==> src/design/min_first_topological_sort_top_macros.svh <==
// ----------------------------------------------------------------------------
// Assertion macros for the min-first topological sort block
// Clocked, reset-qualified property forms used by the top level.
// ----------------------------------------------------------------------------
`ifndef MIN_FIRST_TOPOLOGICAL_SORT_TOP_MACROS_SVH
`define MIN_FIRST_TOPOLOGICAL_SORT_TOP_MACROS_SVH

// Same-cycle implication, sampled on clk_i, off while rst_ni is low.
`define MFTS_ASSERT_NOW(label, ante, cons, msg) \
  label: assert property (@(posedge clk_i) disable iff (!rst_ni) (ante) |-> (cons)) \
    else $error(msg);

// Next-cycle implication, sampled on clk_i, off while rst_ni is low.
`define MFTS_ASSERT_NEXT(label, ante, cons, msg) \
  label: assert property (@(posedge clk_i) disable iff (!rst_ni) (ante) |=> (cons)) \
    else $error(msg);

`endif

==> src/design/mfts_ram.sv <==
// ----------------------------------------------------------------------------
// mfts_ram
// Generic simple dual-port RAM: one write port, one registered read port.
// ----------------------------------------------------------------------------
module mfts_ram #(
  parameter int unsigned WIDTH = 64,
  parameter int unsigned DEPTH = 64
) (
  input  logic                     clk_i,
  input  logic                     we_i,
  input  logic [$clog2(DEPTH)-1:0] waddr_i,
  input  logic [WIDTH-1:0]         wdata_i,
  input  logic                     re_i,
  input  logic [$clog2(DEPTH)-1:0] raddr_i,
  output logic [WIDTH-1:0]         rdata_o
);

  logic [WIDTH-1:0] mem_q [DEPTH];
  logic [WIDTH-1:0] rdata_q;

  always_ff @(posedge clk_i) begin
    if (we_i) begin
      mem_q[waddr_i] <= wdata_i;
    end
    if (re_i) begin
      rdata_q <= mem_q[raddr_i];
    end
  end

  assign rdata_o = rdata_q;

endmodule

==> config.mk <==
export PLATFORM = sky130hd
export DESIGN_NAME = mfts_ram
export DESIGN_NICKNAME = d
export VERILOG_FILES = /design/src/design/min_first_topological_sort_top_macros.svh /design/src/design/mfts_ram.sv
export SDC_FILE = /design/constraint.sdc
export NUM_CORES = 2
export LEC_CHECK = 0
export BUFFER_PORTS_ARGS = -buffer_cell sky130_fd_sc_hd__buf_2
export CORE_UTILIZATION = 55
export CTS_BUF_LIST = sky130_fd_sc_hd__clkbuf_8
export DETAILED_ROUTE_END_ITERATION = 8
export GPL_TIMING_DRIVEN = 1
export HOLD_SLACK_MARGIN = 0.15
export PLACE_DENSITY = 0.71
export SYNTH_ARGS = -nofsm -noshare
export SYNTH_HDL_FRONTEND = slang
export SYNTH_SLANG_ARGS = --single-unit
==> constraint.sdc <==
create_clock -name clk_i -period 9.5 [get_ports clk_i]
set_input_delay 2.375 -clock clk_i [delete_from_list [all_inputs] [get_ports clk_i]]
set_output_delay 2.375 -clock clk_i [all_outputs]
set_load 0.02 [all_outputs]
# == After elaboration in Yosys (flattened, before gate mapping) ==
# Memories as Yosys holds them, arrays and structs flattened. A register that Yosys moved wholly into a read port is not among the register bits.
# Cells that the tools add are included.
# totals
ff_bits,0
mem_bits_rw,4096
input_bits,79
out_inout_bits,64
wordCells,3
memories,1
# classes
mux,2
# memory_table
name,depth,width,rd,rd_clocked_by_memory_dff,wr,line,text
mem_q,64,64,1,1,1,mfts_ram.sv:18,logic [WIDTH-1:0] mem_q [DEPTH];
# op_table
operator,n
$mux 1,2

# == Longest topological paths before layout ==
# depth
word_depth,2
ltp_mapped,9
mapped_depth_nobuf,5

# == Worst setup path after synthesis ==
# Ideal clock, no wire load.
# synth_timing
path_type,input port to flip-flop
from,input port waddr_i[3]
to,memory mem_q[48][0] (enable)
setup_time_ns,0.564
t_arrival_ns,7.247
t_required_ns,8.936
path_slack_ns,1.689
path_stages,4
n_path_buf,1
path_cell_list,clkbuf_1 nor2b_1 nand4b_1 nor3_1
# synth_lines
item,line,text
from (decl),mfts_ram.sv:11,"input logic [$clog2(DEPTH)-1:0] waddr_i,"
to (decl),mfts_ram.sv:18,
# Straight into the memory's write port.

==> out/metrics.cfg <==
[status]
status=complete, no violations

[worst_setup_path]
cp.buffers_inverters=3
worstPathCellList=buf_12, buf_12, buf_4, mux4_2, o221ai_1, o22ai_1, and3_1
cpMaxStageDelayCell=mux4_2
worst-path-max-fanout=74
crit_path_end_kind=flop
reg2reg_depth=5
crit_arrival_ps=5760
path_depth=7
startpoint_type=primary input
crit_start=raddr_i[0]
slowest_delay_ps=570
critical_path_class=in -> reg
r2r-start=mem_q[10][12]
crit_required_ps=10330
cpMostUsedCell=buf_12
path_delay_family=buffers and inverters

[layout]
n_fill_cell=18990
area_delta_synth_final_pct=10.70
drive_gt1_share_pct=28.43
final_core_util_pct=61.40
multi_input_area_mm2=0.03077
final_common_cell=edfxtp_1
most-common-layout-cells=edfxtp_1, mux4_2, clkbuf_8
final_nets=7261
final-seq-area_mm2=0.1249

[synth]
ys_seq_area_share_pct=79.57
synthCells=6598
synth_seq_cells=4160
avgSynthCellArea_um2=23.79
synth_fp_nets=6677
synthDistinctLibCells=32
yosysWarnings=0
netlist_area_mm2=0.1570
synthTopCellsByArea=edfxtp_1, mux4_2, mux2i_1, a22oi_1, buf_2
synth_area_leader_cell=edfxtp_1
synth_top_area_share_pct=79.57

[sta]
setup_violations=0
finalCritPeriodShare_pct=51.87
skew_ps=57.18
tns_ps=0
max_freq_mhz=202.9
finalCriticalPeriod_ps=4927
rsz0062_at_grt=false
worst_pin_slew_ps=1301
hold_viol=0
slew_violations=0
relSlewSlack_pct=13.27
hold_ws_ps=926.6

[clock_network]
root_buffer=clkbuf_8
holdBufCountCts=0
insertion_delay_ps=1090
cts_tree=built
cts_setup_buffers=0
clkTransAtPathRegs_ps=60
htreeDepth=6
post_cts_resize_count=0
clockBufferDepth=4
cts-buffers-inserted=628
clkSinkCount=4160

[placed_design]
io_buffers=142
hpwl_um=215600
place_congestion=0.8021

[floorplan]
fp.dieH_um=536.3
die_area_mm2=0.2876
die_x_um=536.3
io_pins=143
rows=195
core_mm2=0.2830
start_util_pct=55.47

[worst_hold_path]
min-delay-path-class=reg -> reg
hp-start=mem_q[38][14]
min_path_cells=4

[detailed_routing]
first_pass_iters=5
wire_per_inst_um=36.68
ant_nets=0
vias_per_cell=6.809
wl_um=417900
drt_iter0_drc=11560
drc=0
vias=77580

[grt]
grt.overflow.total=0
grt_pass1_wl_um=586100
track_usage_pct=29.39
grt_antenna_before_repair=36
grt_pass1_vias=77450
grt_max_degree=134

[power_and_ir_drop]
total_power_mw=35.20
power_frac_seq_pct=58.1
intPower_mw=27.32
power_density_mw_per_mm2=202.6
irDropWorstVdd_uv=165.1
pwr-share-comb_pct=4.9
power.static_leakage_nw=54.62
switching_share_pct=22.38
p_sw_mw=7.878
clkPwrFrac_pct=37.0

[run]
maxCapViolCount=0

## state kept, by name, summed over array words and instances, names as in the netlist
signal and count:
mem_q 4096, rdata_o 64
## cell type report
class / instances / share of cell area, %
tap: 3743 / 2.695
clock inverter: 440 / 1.132
sequential: 4160 / 71.88
antenna: 15 / 0.02160
inverter: 19 / 0.04104
timing repair buffer: 324 / 1.426
clock buffer: 643 / 5.092
multi-input combinational: 2049 / 17.71
## routing by layer
metal	vias up	wire length, µm	track usage (%)
li1	29770	-	-
met3	954	48490	5.890
met5	-	196	0.1666
met2	5372	203000	46.96
met1	41460	149200	40.38
met4	22	17030	11.40
## power groups by stage
stage / Sequential, mW / Clock [mW] / Combinational, mW
final: 20.4 / 13.0 / 1.72
after global routing: 20.4 / 13.9 / 1.80
after CTS: 20.4 / 13.2 / 1.72
after detailed placement: 20.8 / 0 / 1.72
after global placement: 20.8 / 0 / 1.68
after floorplan: 20.8 / 0 / 0.947
## Yosys cell counts
library cell,number
nor2b_1,28
or3_1,29
clkbuf_1,140
buf_2,170
inv_1,19
mux4_2,1024
a2bb2oi_1,19
or3b_2,1
nor2_1,112
o22ai_1,83
buf_6,6
a31o_1,1
nand2_1,58
buf_1,20
edfxtp_1,4160
a22oi_1,168
a41oi_1,26
nand3b_1,2
or2_2,28
o221ai_1,38
nand3_1,45
a22o_1,88
buf_4,34
a211oi_1,63
nor3_1,2
a31oi_1,18
nand4_1,2
mux2i_1,135
nand2b_1,11
nand4b_1,1
and2_1,3
and3_1,64
## stage by stage
stage	worst slack [ps]	area, µm²	std cells
after floorplan	1689	157000	6598
after global placement	3535	162900	10300
after detailed placement	3509	162900	10300
after CTS	4654	173700	11380
after global routing	4437	173800	11380
final	4573	173800	11390
## final timing paths
| kind | to | slack, ps |
|---|---|---|
| worst max-delay path | rdata_o[14] | 4570 |
| worst min-delay path | rdata_o[14] | 930 |
| worst max register to register | rdata_o[12] | 6940 |
| worst min register to register | rdata_o[14] | 930 |
## cells by family (layout without fill, tap and decap cells)
| kind of cell | Yosys count | in the layout | synth area share [%] |
|---|---|---|---|
| compound gates | 504 | 504 | 2.467 |
| buf+inv | 389 | 1426 | 1.176 |
| flops | 4160 | 4160 | 79.57 |
| mux | 1159 | 1159 | 15.55 |
| other cells | 0 | 15 | 0 |
| simple gates | 386 | 386 | 1.235 |
## worst min-delay path, delay by kind of cell (launching register included)
| kind | cells | cell delay, ps |
|---|---|---|
| AO/OA/AOI/OAI | 1 | 60 |
| flip-flops | 1 | 310 |
| multiplexers | 1 | 220 |
| AND/OR/NAND/NOR | 2 | 240 |
No activity file was read; power rests on OpenSTA's default activity.
